$ cat src/sv/uaf_pkg.sv
// ----------------------------------------------------------------------------
// uaf_pkg
// Types, codes and the accent folding table shared by the UTF-8 to ASCII
// folding decoder.
// ----------------------------------------------------------------------------
package uaf_pkg;

   localparam logic [1:0] ST_OK        = 2'd0;
   localparam logic [1:0] ST_UNMAPPED  = 2'd1;
   localparam logic [1:0] ST_MALFORMED = 2'd2;

   localparam logic [6:0] CHAR_QMARK = 7'h3F;

   typedef struct packed {
      logic [7:0] byte_in;
      logic       end_of_text;
   } req_word_type;

   typedef struct packed {
      logic [6:0] ascii_char;
      logic [1:0] status;
      logic       run_last;
   } rsp_word_type;

   // results of one byte: qmark_count malformed marks, then an optional tail
   typedef struct packed {
      logic [2:0] qmark_count;
      logic       tail_valid;
      logic [6:0] tail_char;
      logic [1:0] tail_status;
   } desc_type;

   // fold a valid code point to ascii; zero when there is no fold
   function automatic logic [6:0] fold_cp(input logic [20:0] c);
      logic [6:0] f;
      f = 7'h00;
      if (c < 21'h80) begin
         f = c[6:0];
      end else begin
         case (c) inside
            21'h0C0, 21'h0C1, 21'h0C2, 21'h0C3, 21'h0C4,
            21'h0C5, 21'h0C6, 21'h100, 21'h102, 21'h104: f = 7'h41;
            21'h0E0, 21'h0E1, 21'h0E2, 21'h0E3, 21'h0E4,
            21'h0E5, 21'h0E6, 21'h101, 21'h103, 21'h105: f = 7'h61;
            21'h0C7, 21'h106, 21'h108, 21'h10A, 21'h10C: f = 7'h43;
            21'h0E7, 21'h107, 21'h109, 21'h10B, 21'h10D: f = 7'h63;
            21'h10E, 21'h110: f = 7'h44;
            21'h10F, 21'h111: f = 7'h64;
            21'h0C8, 21'h0C9, 21'h0CA, 21'h0CB, 21'h112,
            21'h114, 21'h116, 21'h118, 21'h11A: f = 7'h45;
            21'h0E8, 21'h0E9, 21'h0EA, 21'h0EB, 21'h113,
            21'h115, 21'h117, 21'h119, 21'h11B: f = 7'h65;
            21'h11C, 21'h11E, 21'h120, 21'h122: f = 7'h47;
            21'h11D, 21'h11F, 21'h121, 21'h123: f = 7'h67;
            21'h124, 21'h126: f = 7'h48;
            21'h125, 21'h127: f = 7'h68;
            21'h0CC, 21'h0CD, 21'h0CE, 21'h0CF, 21'h128,
            21'h12A, 21'h12C, 21'h12E, 21'h130: f = 7'h49;
            21'h0EC, 21'h0ED, 21'h0EE, 21'h0EF, 21'h129,
            21'h12B, 21'h12D, 21'h12F, 21'h131: f = 7'h69;
            21'h134: f = 7'h4A;
            21'h135: f = 7'h6A;
            21'h136: f = 7'h4B;
            21'h137: f = 7'h6B;
            21'h139, 21'h13B, 21'h13D, 21'h141: f = 7'h4C;
            21'h13A, 21'h13C, 21'h13E, 21'h142: f = 7'h6C;
            21'h0D1, 21'h143, 21'h145, 21'h147: f = 7'h4E;
            21'h0F1, 21'h144, 21'h146, 21'h148: f = 7'h6E;
            21'h0D2, 21'h0D3, 21'h0D4, 21'h0D5, 21'h0D6,
            21'h0D8, 21'h14C, 21'h14E, 21'h150: f = 7'h4F;
            21'h0F2, 21'h0F3, 21'h0F4, 21'h0F5, 21'h0F6,
            21'h0F8, 21'h14D, 21'h14F, 21'h151: f = 7'h6F;
            21'h154, 21'h156, 21'h158: f = 7'h52;
            21'h155, 21'h157, 21'h159: f = 7'h72;
            21'h15A, 21'h15C, 21'h15E, 21'h160, 21'h218: f = 7'h53;
            21'h0DF, 21'h15B, 21'h15D, 21'h15F, 21'h161,
            21'h219: f = 7'h73;
            21'h162, 21'h164, 21'h166, 21'h21A: f = 7'h54;
            21'h163, 21'h165, 21'h167, 21'h21B: f = 7'h74;
            21'h0D9, 21'h0DA, 21'h0DB, 21'h0DC, 21'h168,
            21'h16A, 21'h16C, 21'h16E, 21'h170, 21'h172: f = 7'h55;
            21'h0F9, 21'h0FA, 21'h0FB, 21'h0FC, 21'h169,
            21'h16B, 21'h16D, 21'h16F, 21'h171, 21'h173: f = 7'h75;
            21'h174: f = 7'h57;
            21'h175: f = 7'h77;
            21'h0DD, 21'h176, 21'h178: f = 7'h59;
            21'h0FD, 21'h0FF, 21'h177: f = 7'h79;
            21'h179, 21'h17B, 21'h17D: f = 7'h5A;
            21'h17A, 21'h17C, 21'h17E: f = 7'h7A;
            21'h0A0: f = 7'h20;
            21'h2018, 21'h2019, 21'h201A: f = 7'h27;
            21'h201C, 21'h201D, 21'h201E: f = 7'h22;
            21'h2013, 21'h2014, 21'h2212: f = 7'h2D;
            default: f = 7'h00;
         endcase
      end
      return f;
   endfunction

endpackage

$ cat src/sv/utf8_to_ascii_folding_decoder_core.sv
// ----------------------------------------------------------------------------
// utf8_to_ascii_folding_decoder_core
// UTF-8 validator that folds accented Latin and Turkish letters to ASCII.
//
//   channel  direction  word           handshake
//   req_     in         req_word_type  req_valid / req_ready
//   rsp_     out        rsp_word_type  rsp_valid / rsp_ready
//
// One byte is taken each cycle while the descriptor queue has room.
// A byte causes 0 to 4 results, and the back end holds its descriptor until all are out.
// The first result of a byte passes through a queue entry, then the output register.
// Synchronous reset clears the sequence state, the queue and the output register.
// QUEUE_DEPTH descriptors (2 or more) absorb output stalls before req_ready drops.
// ----------------------------------------------------------------------------
module utf8_to_ascii_folding_decoder_core #(
   parameter int QUEUE_DEPTH = 4
) (
   input  logic                  clock,
   input  logic                  reset,
   input  logic                  req_valid,
   output logic                  req_ready,
   input  uaf_pkg::req_word_type req_word,
   output logic                  rsp_valid,
   input  logic                  rsp_ready,
   output uaf_pkg::rsp_word_type rsp_word
);
   import uaf_pkg::*;

   logic     push_valid;
   logic     push_ready;
   desc_type push_desc;
   logic     head_valid;
   desc_type head_desc;
   logic     pop;

   uaf_front u_front (
      .clock      (clock),
      .reset      (reset),
      .req_valid  (req_valid),
      .req_ready  (req_ready),
      .req_word   (req_word),
      .push_valid (push_valid),
      .push_ready (push_ready),
      .push_desc  (push_desc)
   );

   uaf_queue #(
      .DEPTH (QUEUE_DEPTH)
   ) u_queue (
      .clock      (clock),
      .reset      (reset),
      .push_valid (push_valid),
      .push_ready (push_ready),
      .push_desc  (push_desc),
      .head_valid (head_valid),
      .pop        (pop),
      .head_desc  (head_desc)
   );

   uaf_back u_back (
      .clock      (clock),
      .reset      (reset),
      .head_valid (head_valid),
      .head_desc  (head_desc),
      .pop        (pop),
      .rsp_valid  (rsp_valid),
      .rsp_ready  (rsp_ready),
      .rsp_word   (rsp_word)
   );

endmodule

$ cat src/sv/uaf_front.sv
// ----------------------------------------------------------------------------
// uaf_front
// Takes one byte a cycle while the queue has room, tracks the pending sequence
// and turns a byte that yields results into a descriptor for the back end.
// ----------------------------------------------------------------------------
module uaf_front (
   input  logic                 clock,
   input  logic                 reset,
   input  logic                 req_valid,
   output logic                 req_ready,
   input  uaf_pkg::req_word_type req_word,
   output logic                 push_valid,
   input  logic                 push_ready,
   output uaf_pkg::desc_type    push_desc
);
   import uaf_pkg::*;

   logic [7:0]  lead_ff, lead_in;
   logic [1:0]  held_ff, held_in;
   logic [1:0]  need_ff, need_in;
   logic [20:0] accum_ff, accum_in;

   logic [7:0]  b;
   logic        cont_ok;
   logic        fresh;
   logic [20:0] acc_shift;
   logic [6:0]  folded;
   desc_type    desc;
   logic        accept;

   assign b         = req_word.byte_in;
   assign acc_shift = {accum_ff[14:0], b[5:0]};
   assign folded    = fold_cp(acc_shift);
   assign req_ready = push_ready;
   assign accept    = req_valid && req_ready;

   always_comb begin
      lead_in  = lead_ff;
      held_in  = held_ff;
      need_in  = need_ff;
      accum_in = accum_ff;
      desc     = '0;
      fresh    = 1'b0;
      cont_ok  = (b[7:6] == 2'b10);

      if (held_ff != 2'd0) begin
         // second byte range checks against the lead
         if (held_ff == 2'd1 &&
             ((lead_ff == 8'hE0 && b < 8'hA0) || (lead_ff == 8'hED && b >= 8'hA0) ||
              (lead_ff == 8'hF0 && b < 8'h90) || (lead_ff == 8'hF4 && b > 8'h8F))) begin
            cont_ok = 1'b0;
         end
         if (cont_ok) begin
            if (held_ff >= need_ff) begin
               desc.tail_valid  = 1'b1;
               desc.tail_char   = (folded != 7'h00) ? folded : CHAR_QMARK;
               desc.tail_status = (folded != 7'h00) ? ST_OK : ST_UNMAPPED;
               lead_in  = 8'h00;
               held_in  = 2'd0;
               need_in  = 2'd0;
               accum_in = 21'h0;
            end else begin
               held_in  = held_ff + 2'd1;
               accum_in = acc_shift;
            end
         end else begin
            // breaking byte: mark every held byte, then decode it afresh
            desc.qmark_count = {1'b0, held_ff};
            lead_in  = 8'h00;
            held_in  = 2'd0;
            need_in  = 2'd0;
            accum_in = 21'h0;
            fresh    = 1'b1;
         end
      end else begin
         fresh = 1'b1;
      end

      if (fresh) begin
         if (b < 8'h80) begin
            desc.tail_valid  = 1'b1;
            desc.tail_char   = b[6:0];
            desc.tail_status = ST_OK;
         end else if (b >= 8'hC2 && b <= 8'hDF) begin
            lead_in  = b;
            held_in  = 2'd1;
            need_in  = 2'd1;
            accum_in = {16'h0, b[4:0]};
         end else if (b >= 8'hE0 && b <= 8'hEF) begin
            lead_in  = b;
            held_in  = 2'd1;
            need_in  = 2'd2;
            accum_in = {17'h0, b[3:0]};
         end else if (b >= 8'hF0 && b <= 8'hF4) begin
            lead_in  = b;
            held_in  = 2'd1;
            need_in  = 2'd3;
            accum_in = {18'h0, b[2:0]};
         end else begin
            desc.tail_valid  = 1'b1;
            desc.tail_char   = CHAR_QMARK;
            desc.tail_status = ST_MALFORMED;
         end
      end

      // flush whatever is still held at end of text
      if (req_word.end_of_text && held_in != 2'd0) begin
         desc.qmark_count = desc.qmark_count + {1'b0, held_in};
         lead_in  = 8'h00;
         held_in  = 2'd0;
         need_in  = 2'd0;
         accum_in = 21'h0;
      end
   end

   assign push_desc  = desc;
   assign push_valid = req_valid && (desc.qmark_count != 3'd0 || desc.tail_valid);

   always_ff @(posedge clock) begin
      if (reset) begin
         lead_ff  <= 8'h00;
         held_ff  <= 2'd0;
         need_ff  <= 2'd0;
         accum_ff <= 21'h0;
      end else if (accept) begin
         lead_ff  <= lead_in;
         held_ff  <= held_in;
         need_ff  <= need_in;
         accum_ff <= accum_in;
      end
   end

endmodule

$ cat src/sv/uaf_queue.sv
// ----------------------------------------------------------------------------
// uaf_queue
// Short descriptor queue between the front and the back end.
// ----------------------------------------------------------------------------
module uaf_queue #(
   parameter int DEPTH = 4
) (
   input  logic              clock,
   input  logic              reset,
   input  logic              push_valid,
   output logic              push_ready,
   input  uaf_pkg::desc_type push_desc,
   output logic              head_valid,
   input  logic              pop,
   output uaf_pkg::desc_type head_desc
);
   import uaf_pkg::*;

   localparam int PW = $clog2(DEPTH);
   localparam int CW = $clog2(DEPTH + 1);
   localparam logic [PW-1:0] LAST_PTR  = PW'(DEPTH - 1);
   localparam logic [CW-1:0] FULL_CNT  = CW'(DEPTH);

   desc_type         entry_ff [DEPTH];
   logic [PW-1:0]    wr_ptr_ff, rd_ptr_ff;
   logic [CW-1:0]    count_ff;
   logic             do_push, do_pop;

   assign push_ready = (count_ff != FULL_CNT);
   assign head_valid = (count_ff != '0);
   assign head_desc  = entry_ff[rd_ptr_ff];
   assign do_push    = push_valid && push_ready;
   assign do_pop     = pop && head_valid;

   always_ff @(posedge clock) begin
      if (do_push) begin
         entry_ff[wr_ptr_ff] <= push_desc;
      end
   end

   always_ff @(posedge clock) begin
      if (reset) begin
         wr_ptr_ff <= '0;
         rd_ptr_ff <= '0;
         count_ff  <= '0;
      end else begin
         if (do_push) begin
            wr_ptr_ff <= (wr_ptr_ff == LAST_PTR) ? '0 : wr_ptr_ff + 1'b1;
         end
         if (do_pop) begin
            rd_ptr_ff <= (rd_ptr_ff == LAST_PTR) ? '0 : rd_ptr_ff + 1'b1;
         end
         if (do_push && !do_pop) begin
            count_ff <= count_ff + 1'b1;
         end else if (do_pop && !do_push) begin
            count_ff <= count_ff - 1'b1;
         end
      end
   end

endmodule

$ cat src/sv/uaf_back.sv
// ----------------------------------------------------------------------------
// uaf_back
// Expands each descriptor into result words, one word a cycle while the
// output is not stalled, into the output register.
// ----------------------------------------------------------------------------
module uaf_back (
   input  logic                  clock,
   input  logic                  reset,
   input  logic                  head_valid,
   input  uaf_pkg::desc_type     head_desc,
   output logic                  pop,
   output logic                  rsp_valid,
   input  logic                  rsp_ready,
   output uaf_pkg::rsp_word_type rsp_word
);
   import uaf_pkg::*;

   logic         busy_ff;
   desc_type     work_ff;
   logic         rsp_valid_ff;
   rsp_word_type rsp_word_ff;

   desc_type     cur;
   desc_type     rest;
   logic         cur_valid;
   logic         load;
   logic         emit;
   rsp_word_type item;

   assign cur       = busy_ff ? work_ff : head_desc;
   assign cur_valid = busy_ff || head_valid;
   assign load      = !rsp_valid_ff || rsp_ready;
   assign emit      = cur_valid && load;
   assign pop       = emit && !busy_ff;

   always_comb begin
      rest = cur;
      if (cur.qmark_count != 3'd0) begin
         item.ascii_char = CHAR_QMARK;
         item.status     = ST_MALFORMED;
         item.run_last   = (cur.qmark_count == 3'd1) && !cur.tail_valid;
         rest.qmark_count = cur.qmark_count - 3'd1;
      end else begin
         item.ascii_char = cur.tail_char;
         item.status     = cur.tail_status;
         item.run_last   = 1'b1;
         rest.tail_valid = 1'b0;
      end
   end

   always_ff @(posedge clock) begin
      if (reset) begin
         busy_ff      <= 1'b0;
         rsp_valid_ff <= 1'b0;
      end else if (emit) begin
         busy_ff      <= (rest.qmark_count != 3'd0) || rest.tail_valid;
         rsp_valid_ff <= 1'b1;
      end else if (rsp_ready) begin
         rsp_valid_ff <= 1'b0;
      end
   end

   always_ff @(posedge clock) begin
      if (emit) begin
         work_ff     <= rest;
         rsp_word_ff <= item;
      end
   end

   assign rsp_valid = rsp_valid_ff;
   assign rsp_word  = rsp_word_ff;

endmodule

$ cat config.mk
export PLATFORM = sky130hd
export DESIGN_NAME = utf8_to_ascii_folding_decoder_core
export DESIGN_NICKNAME = d
export VERILOG_FILES = /design/src/sv/uaf_pkg.sv /design/src/sv/utf8_to_ascii_folding_decoder_core.sv /design/src/sv/uaf_front.sv /design/src/sv/uaf_queue.sv /design/src/sv/uaf_back.sv
export SDC_FILE = /design/constraint.sdc
export NUM_CORES = 1
export LEC_CHECK = 0
export BUFFER_PORTS_ARGS = -buffer_cell sky130_fd_sc_hd__clkbuf_2
export CAP_MARGIN = 20
export CORE_ASPECT_RATIO = 0.5
export CORE_MARGIN = 4
export CORE_UTILIZATION = 30
export DETAILED_ROUTE_END_ITERATION = 6
export PLACE_DENSITY = 0.46
export SLEW_MARGIN = 20
export SYNTH_ARGS = -nofsm -noshare
export SYNTH_HDL_FRONTEND = slang
export SYNTH_SLANG_ARGS = --single-unit
$ cat constraint.sdc
create_clock -name clock -period 4.5 [get_ports clock]
set_input_delay 0.225 -clock clock [delete_from_list [all_inputs] [get_ports clock]]
set_output_delay 0.225 -clock clock [all_outputs]
set_load 0.01 [all_outputs]
==> impl_metrics.json, run 1 <==
{
  "clk_latency_ns": 0.40,
  "wl_per_cell_um": 20.6,
  "syn_avg_cell_area_um2": 9.83,
  "initial_core_util_pct": 30.6,
  "synth-simple-area-share_pct": 25.4,
  "design_area_um2": 8120,
  "cts_tree": "built",
  "numCtsBuffers": 17,
  "synth_fa_ha_area_share_pct": 3.25,
  "seq_area_frac_synth_pct": 43.0,
  "drc": 0,
  "setup_viol": 0,
  "outcome": "completed",
  "final_antenna_net_count": 0,
  "maxCapViolations": 0,
  "yosysUniqueCellTypes": 87,
  "final_common_cell": "edfxtp_1",
  "finalCritPeriodShare_pct": 92.0,
  "hold_violations": 0,
  "p_sw_mw": 1.14,
  "numClockSinks": 113,
  "port_buffers": 24,
  "drive_gt1_share_pct": 19.6,
  "seqPwrFrac_pct": 39.4,
  "grt_pass1_wl_um": 34600,
  "critPathRequiredTime_ns": 4.82,
  "area_growth_pct": 16.0,
  "drtPass1Iterations": 5,
  "grtUsageTotal_pct": 17.2,
  "crit_type": "reg2reg",
  "synth-xor-area-share_pct": 0.625,
  "cts_resized": 0,
  "worstMarginPinSlew_ns": 0.971,
  "fp.dieH_um": 116,
  "cts_root_buf": "clkbuf_16",
  "dieArea_um2": 26000,
  "viasPerCell": 5.59,
  "clock_skew_ns": 0.0119,
  "ys_warn_count": 0,
  "critPathMaxFanout": 8,
  "slew_headroom_pct": 34.3,
  "fmax_mhz": 242,
  "drv_slew": 0,
  "synth_compound_area_share_pct": 16.6,
  "cp_top_family": "adder cells",
  "power_density_nw_per_um2": 458,
  "synth_seq_cells": 113,
  "arrival_ns": 4.47,
  "gr-total-overflow": 0,
  "ir_worst_vdd_uv": 186,
  "fin_cells": 1068,
  "netlist_area_um2": 7000,
  "fp-row-count": 39,
  "num_io_pins": 25,
  "cpPeakStageDelay_ns": 0.47,
  "final_cell_mix": "edfxtp_1, nand2_1, buf_4",
  "synth_top_family_by_area": "simple AND/OR/NAND/NOR gates",
  "swShare_pct": 30.6,
  "num_vias": 5969,
  "p_leak_nw": 2.92,
  "synth_flop_cell": "edfxtp_1",
  "gp_congestion": 1.00,
  "pwr-share-clk_pct": 34.2,
  "fin_ws_ns": 0.359,
  "yosys-mux-area-fraction_pct": 5.47,
  "cp-start-kind": "register",
  "first_global_vias": 5747,
  "clk_pin_slew_ns": 0.06,
  "post-place-ws_ns": 0.265,
  "dp_cells": 1036,
  "timing.setup.tns_ns": 0,
  "end_kind": "register",
  "async_reset_ff_share_pct": 0,
  "rsz0062_at_grt": "false",
  "antennaDiodeCount": 0,
  "grt_start_max_net_pins": 32,
  "clockBufferDepth": 2,
  "synth_nets": 742,
  "hold_path_class": "in2reg",
  "htreeDepth": 4,
  "die-width_um": 224,
  "dp_hpwl_um": 16300,
  "cts_hold_buffers": 0,
  "antenna_found_initial": 0,
  "intPower_mw": 2.58,
  "crit_path_cell_trace": "inv_1 -> ha_1 -> nand3_1 -> nor3b_1 -> o221a_2 -> nor3_1 -> nand2_1 -> o211ai_1 -> ha_1 -> inv_1 -> fa_1 -> a31o_2 -> a41oi_2 -> ha_1 -> inv_1 -> fa_1 -> xor2_1 -> or3_1 -> a21oi_1",
  "final_util_pct": 35.5,
  "combPwrFrac_pct": 26.4,
  "final_nets": 778,
  "worst_path_max_delay_cell": "dfxtp_1",
  "core_um2": 22900,
  "dpl_cell_area_um2": 7550,
  "drtIter0Drc": 640,
  "wl_um": 22000,
  "synth_edf_count": 75,
  "synthCells": 712,
  "post_cts_buffers": 0,
  "post-route-min-period_ns": 4.14,
  "worst-path-buf-inv": 3
}
## cell usage after synthesis (8+ instances only)
cell / instances / area, um^2
nand2_1: 69 / 259
nand2b_1: 14 / 87.6
a211oi_1: 8 / 60.1
clkbuf_1: 25 / 93.8
nand4_1: 13 / 81.3
nor3_1: 28 / 140
o21ai_0: 29 / 145
edfxtp_1: 75 / 2250
nor2_1: 48 / 180
o22ai_1: 11 / 68.8
inv_1: 18 / 67.6
dfxtp_1: 38 / 761
mux2i_1: 9 / 90.1
and2_1: 9 / 56.3
buf_2: 14 / 70.1
and3_1: 8 / 50.1
a21oi_1: 27 / 135
nand3_1: 36 / 180
ha_1: 15 / 188
or3_1: 9 / 56.3
a22o_1: 16 / 140
nor4_1: 12 / 75.1
mux4_2: 13 / 293
## power by group through the flow
stage	clock network, mW	logic, mW	registers [mW]
final	1.27	0.983	1.47
after global routing	1.36	1.10	1.50
after CTS	1.30	0.999	1.47
after detailed placement	0	0.996	1.49
after global placement	0	0.996	1.49
after floorplan	0	0.687	1.48
## per-layer routing
layer	wire (um)	vias up	track usage, %
met3	1370	27	3.29
met1	10900	2897	25.4
met4	381	0	5.05
li1	-	2819	-
met5	0	-	0
met2	9330	226	25.5
## tightest hold or removal path, stage by stage
cell and delay [ns]:
clkbuf_2 0.08, nand2b_1 0.11, a21oi_1 0.06
## registers in the layout (all words and copies together) (netlist names), named ones only
register and cells:
u_front.held_ff 2, u_queue.entry_ff 52, u_front.lead_ff 8, u_front.need_ff 2, u_queue.count_ff 3, u_back.work_ff 13, u_back.busy_ff 1, u_queue.wr_ptr_ff 2
u_back.rsp_word 10, u_front.accum_ff 15, u_back.rsp_valid 1, u_queue.rd_ptr_ff 2
## cell families (layout without fill, tap and decap cells)
logic type,after synthesis,count (layout)
and+or+nand+nor,318,318
AOI/OAI and AO/OA,161,161
DFF,113,113
buffers and inverters,76,125
muxes,22,22
adders and majority gates,17,17
xor gates and xnor gates,5,5
## cell type report
| cell class | instances | area, um^2 |
|---|---|---|
| sequential | 113 | 3010 |
| fill | 2319 | 14800 |
| timing repair buffer | 73 | 488 |
| inverter | 20 | 75.1 |
| clock inverter | 10 | 111 |
| tap | 307 | 384 |
| clock buffer | 22 | 454 |
| multi-input combinational | 523 | 3600 |
## final timing paths
check | start | to | slack, ns | cells past startpoint
setup / recovery | u_front.held_ff[1] | u_queue.count_ff[2] | 0.36 | 19
hold / removal | rsp_ready | u_back.rsp_valid | 0.13 | 3
setup reg to reg | u_front.held_ff[1] | u_queue.count_ff[2] | 0.36 | 19
hold reg to reg | u_front.need_ff[1] | u_front.need_ff[1] | 0.49 | 2
## stage by stage
step / total power, mW / hold WS, ns
5_1_grt: 3.96 / 0.138
2_1_floorplan: 2.16 / 0.327
3_3_place_gp: 2.48 / 0.469
4_1_cts: 3.77 / 0.116
6_report: 3.72 / 0.131
3_5_place_dp: 2.49 / 0.473
(Power assumes the default switching activity.)
==> run 2, diff against run 1 <==
--- a/config.mk
+++ b/config.mk
@@ -12,7 +12,8 @@
 export CORE_UTILIZATION = 30
 export DETAILED_ROUTE_END_ITERATION = 6
 export PLACE_DENSITY = 0.46
-export SLEW_MARGIN = 20
+export RECOVER_POWER = 50
+export SLEW_MARGIN = 30
 export SYNTH_ARGS = -nofsm -noshare
 export SYNTH_HDL_FRONTEND = slang
 export SYNTH_SLANG_ARGS = --single-unit
==> run 2 against run 1 <==
Sequential power barely moved. Routed wire length fell by 0.20%. Count of clock-buffer cells in the layout stayed put. Critical path type unchanged. Global-route usage did not move. Largest power group unchanged.
==> impl_metrics.json, run 2 (synthesis results as in run 1) <==
{
  "grt_pass1_wl_um": 34600,
  "cts_root_buf": "clkbuf_16",
  "area_growth_pct": 15.5,
  "whs_path_depth": 3,
  "largest_reg_flops": 52,
  "ff2ff_path_depth": 19,
  "post_cts_buffers": 0,
  "num_io_pins": 25,
  "post-route-min-period_ns": 4.12,
  "critPathMaxFanout": 8,
  "holdCritStartpoint": "rsp_ready",
  "worst-path-buf-inv": 3,
  "largest_registers": "u_queue.entry_ff (52), u_front.accum_ff (15), u_back.work_ff (13)",
  "num_vias": 5924,
  "cp-start-kind": "register",
  "seqPwrFrac_pct": 39.7,
  "viasPerCell": 5.55,
  "cpPeakStageDelay_ns": 0.46,
  "initial_core_util_pct": 30.6,
  "drv_slew": 0,
  "outcome": "completed",
  "fp-row-count": 39,
  "cp_top_family": "adder cells",
  "setup_viol": 0,
  "gp_congestion": 1.00,
  "wl_per_cell_um": 20.5,
  "fp.dieH_um": 116,
  "worstMarginPinSlew_ns": 1.26,
  "finalCritPeriodShare_pct": 91.6,
  "antennaDiodeCount": 0,
  "power_density_nw_per_um2": 458,
  "gr-total-overflow": 0,
  "grtUsageTotal_pct": 17.2,
  "die-width_um": 224,
  "drive_gt1_share_pct": 17.1,
  "intPower_mw": 2.56,
  "worst_path_max_delay_cell": "dfxtp_1",
  "cts_tree": "built",
  "ir_worst_vdd_uv": 186,
  "final_common_cell": "edfxtp_1",
  "antenna_found_initial": 0,
  "crit_path_cell_trace": "inv_1 -> ha_1 -> nand3_1 -> nor3b_1 -> o221a_2 -> nor3_1 -> nand2_1 -> o211ai_1 -> ha_1 -> inv_1 -> fa_1 -> a31o_2 -> a41oi_2 -> ha_1 -> inv_1 -> fa_1 -> xor2_1 -> or3_1 -> a21oi_1",
  "grt_start_max_net_pins": 32,
  "r2r-start": "u_front.held_ff[1]",
  "slew_headroom_pct": 15.8,
  "end_kind": "register",
  "p_sw_mw": 1.14,
  "combPwrFrac_pct": 25.9,
  "rsz0062_at_grt": "false",
  "drtIter0Drc": 618,
  "pwr-share-clk_pct": 34.3,
  "drc": 0,
  "htreeDepth": 4,
  "port_buffers": 24,
  "wl_um": 21900,
  "hold_path_class": "in2reg",
  "power_mw": 3.70,
  "dieArea_um2": 26000,
  "p_leak_nw": 2.86,
  "first_global_vias": 5747,
  "arrival_ns": 4.45,
  "clockBufferDepth": 2,
  "swShare_pct": 30.8,
  "numCtsBuffers": 17,
  "hold_violations": 0,
  "crit_cells": 19,
  "critPathRequiredTime_ns": 4.82,
  "cts_hold_buffers": 0,
  "timing.setup.tns_ns": 0,
  "fmax_mhz": 243,
  "maxCapViolations": 0,
  "fillerInstances": 2329,
  "numClockSinks": 113,
  "final_nets": 778,
  "crit_type": "reg2reg",
  "final_antenna_net_count": 0,
  "clk_pin_slew_ns": 0.06,
  "core_um2": 22900,
  "final_cell_mix": "edfxtp_1, nand2_1, nor2_1",
  "top_register": "u_queue.entry_ff",
  "drtPass1Iterations": 6,
  "cts_resized": 0,
  "dp_hpwl_um": 16300,
  "clk_latency_ns": 0.40,
  "cp-startpoint": "u_front.held_ff[1]",
  "clock_skew_ns": 0.0116
}
run 2: changes by cell type in the layout (fill, tap and decap cells not counted), sizes merged:
cell	change
buf	-6
clkbuf	+6
run 2: worst reg2reg max path: cells and delay by family, from the launching register on:
| family | cells | cell delay [ns] |
|---|---|---|
| adder cells (fa/ha/maj) | 5 | 1.43 |
| XOR/XNOR | 1 | 0.17 |
| AO/OA/AOI/OAI | 5 | 0.99 |
| AND/OR/NAND/NOR | 5 | 0.80 |
| flip-flops | 1 | 0.46 |
| buffers and inverters | 3 | 0.21 |
run 2: layout make-up:
cell class                 instances  area, um^2  share of cell area, %
clock inverter                    10         111                   1.38
clock buffer                      22         454                   5.62
tap                              307         384                   4.75
sequential                       113        3010                   37.3
inverter                          20        75.1                  0.929
timing repair buffer              73         450                   5.57
multi-input combinational        523        3600                   44.5
run 2: power groups by stage:
stage | sequential (mW) | combinational (mW) | clock (mW)
6_report | 1.47 | 0.960 | 1.27
5_1_grt | 1.50 | 1.08 | 1.36
4_1_cts | 1.47 | 0.999 | 1.30
3_5_place_dp | 1.49 | 0.996 | 0
3_3_place_gp | 1.49 | 0.996 | 0
2_1_floorplan | 1.48 | 0.687 | 0
run 2: final timing paths:
path / slack [ns] / end
worst max-delay path: 0.38 / u_queue.count_ff[2]
worst min register to register: 0.49 / u_front.need_ff[1]
worst max register to register: 0.38 / u_queue.count_ff[2]
worst min-delay path: 0.13 / u_back.rsp_valid
run 2: layer usage:
layer	up-vias	global-route usage (%)	routed length [um]
met1	2853	25.4	10800
met2	224	25.5	9350
met3	26	3.29	1420
met4	0	5.05	370
li1	2821	-	-
met5	-	0	0
run 2: through the flow:
step | hold slack [ns] | area (um^2) | setup WS (ns) | cells | util (%)
after global placement | 0.469 | 7550 | 0.329 | 1036 | 33.0
final | 0.131 | 8080 | 0.377 | 1068 | 35.3
after floorplan | 0.327 | 7000 | 0.393 | 712 | -
after CTS | 0.116 | 8120 | 0.219 | 1068 | 35.5
after detailed placement | 0.473 | 7550 | 0.265 | 1036 | 33.0
after global routing | 0.138 | 8080 | 0.0399 | 1068 | 35.3
==> run 3, diff against run 2 <==
--- a/config.mk
+++ b/config.mk
@@ -12,7 +12,7 @@
 export CORE_UTILIZATION = 30
 export DETAILED_ROUTE_END_ITERATION = 6
 export PLACE_DENSITY = 0.46
-export RECOVER_POWER = 50
+export RECOVER_POWER = 100
 export SLEW_MARGIN = 30
 export SYNTH_ARGS = -nofsm -noshare
 export SYNTH_HDL_FRONTEND = slang
==> run 3 against run 2 <==
Sequential share of layout area grew 0.18 points. Die area unchanged. Via count grew 0.39%. Highest routed layer unchanged. Final cell count stayed put.
==> impl_metrics.json, run 3 (synthesis results as in run 1) <==
{
  "gr-total-overflow": 0,
  "maxCapViolations": 0,
  "grt_pass1_wl_um": 34600,
  "dp_cells": 1036,
  "initial_core_util_pct": 30.6,
  "numCtsBuffers": 17,
  "cts_root_buf": "clkbuf_16",
  "clk_latency_ns": 0.40,
  "htreeDepth": 4,
  "design_area_um2": 8050,
  "drv_slew": 0,
  "fp-row-count": 39,
  "dieArea_um2": 26000,
  "numClockSinks": 113,
  "crit_type": "reg2reg",
  "rsz0062_at_grt": "false",
  "clk_pin_slew_ns": 0.06,
  "finalCritPeriodShare_pct": 91.5,
  "critPathMaxFanout": 8,
  "drive_gt1_share_pct": 16.2,
  "port_buffers": 24,
  "final_util_pct": 35.2,
  "top_register": "u_queue.entry_ff",
  "num_io_pins": 25,
  "arrival_ns": 4.44,
  "wl_um": 22000,
  "end_kind": "register",
  "final_cell_mix": "edfxtp_1, nand2_1, nor2_1",
  "drtIter0Drc": 580,
  "dp_hpwl_um": 16300,
  "worstMarginPinSlew_ns": 1.26,
  "critPathRequiredTime_ns": 4.83,
  "grt_start_max_net_pins": 32,
  "outcome": "completed",
  "timing.setup.tns_ns": 0,
  "wl_per_cell_um": 20.6,
  "p_leak_nw": 2.83,
  "die-width_um": 224,
  "final_common_cell": "edfxtp_1",
  "fmax_mhz": 243,
  "drc": 0,
  "hold_violations": 0,
  "antennaDiodeCount": 0,
  "hold_path_class": "in2reg",
  "ir_worst_vdd_uv": 185,
  "cp-start-kind": "register",
  "power_density_nw_per_um2": 460,
  "final_antenna_net_count": 0,
  "post-route-min-period_ns": 4.12,
  "core_um2": 22900,
  "viasPerCell": 5.57,
  "clockBufferDepth": 2,
  "final_nets": 778,
  "antenna_found_initial": 0,
  "cts_tree": "built",
  "largest_reg_flops": 52,
  "num_vias": 5947,
  "gp_congestion": 1.00,
  "grtUsageTotal_pct": 17.2,
  "area_growth_pct": 14.9,
  "clock_skew_ns": 0.0118,
  "drtPass1Iterations": 5,
  "setup_viol": 0,
  "dpl_cell_area_um2": 7550,
  "largest_registers": "u_queue.entry_ff (52), u_front.accum_ff (15), u_back.work_ff (13)",
  "slew_headroom_pct": 15.8,
  "fp.dieH_um": 116,
  "post_cts_buffers": 0,
  "fin_cells": 1068,
  "first_global_vias": 5747
}
-- run 3: power by group --
part | internal (mW) | switching (mW)
logic | 0.354 | 0.598
clock network | 0.825 | 0.449
registers | 1.38 | 0.0949
total | 2.56 | 1.14
-- run 3: timing repair --
item	4_1_cts	5_1_grt
gates resized for setup	0	1
hold buffers	0	0
endpoints found under the setup margin	0	1
-- run 3: worst paths after layout --
kind | start | endpoint | slack [ns] | cells after the start
setup / recovery | u_front.held_ff[1] | u_queue.count_ff[2] | 0.38 | 19
hold / removal | rsp_ready | u_back.rsp_valid | 0.13 | 3
setup reg to reg | u_front.held_ff[1] | u_queue.count_ff[2] | 0.38 | 19
hold reg to reg | u_front.need_ff[1] | u_front.need_ff[1] | 0.49 | 2
-- run 3: routing by layer --
metal  up-vias  global-route usage [%]  routed length (um)
met5         -                       0                   0
met1      2889                    25.4               10900
met4         0                    5.05                 408
met2       206                    25.5                9360
met3        33                    3.29                1330
li1       2819                       -                   -
-- run 3: worst max-delay path, cell delays in order, from the launching register on --
cell and delay, ns:
dfxtp_1 0.46, inv_1 0.10, ha_1 0.20, nand3_1 0.09, nor3b_1 0.06, o221a_2 0.15
nor3_1 0.24, nand2_1 0.11, o211ai_1 0.23, ha_1 0.18, inv_1 0.05, fa_1 0.45
a31o_2 0.27, a41oi_2 0.20, ha_1 0.22, inv_1 0.06, fa_1 0.37, xor2_1 0.17
or3_1 0.30, a21oi_1 0.13
-- run 3: area by class of cell --
class / count / area (um^2)
Fill cell: 2341 / 14800
Clock inverter: 10 / 111
Sequential cell: 113 / 3010
Timing Repair Buffer: 73 / 425
Multi-Input combinational cell: 523 / 3580
Inverter: 20 / 75.1
Clock buffer: 22 / 454
Tap cell: 307 / 384
-- run 3: per-stage QoR --
| step | hold slack [ns] | total power [mW] | setup WS [ns] |
|---|---|---|---|
| global route | 0.138 | 3.93 | 0.0452 |
| detailed placement | 0.473 | 2.49 | 0.265 |
| CTS | 0.116 | 3.77 | 0.219 |
| floorplan | 0.327 | 2.16 | 0.393 |
| finish | 0.130 | 3.70 | 0.382 |
| global placement | 0.469 | 2.48 | 0.329 |
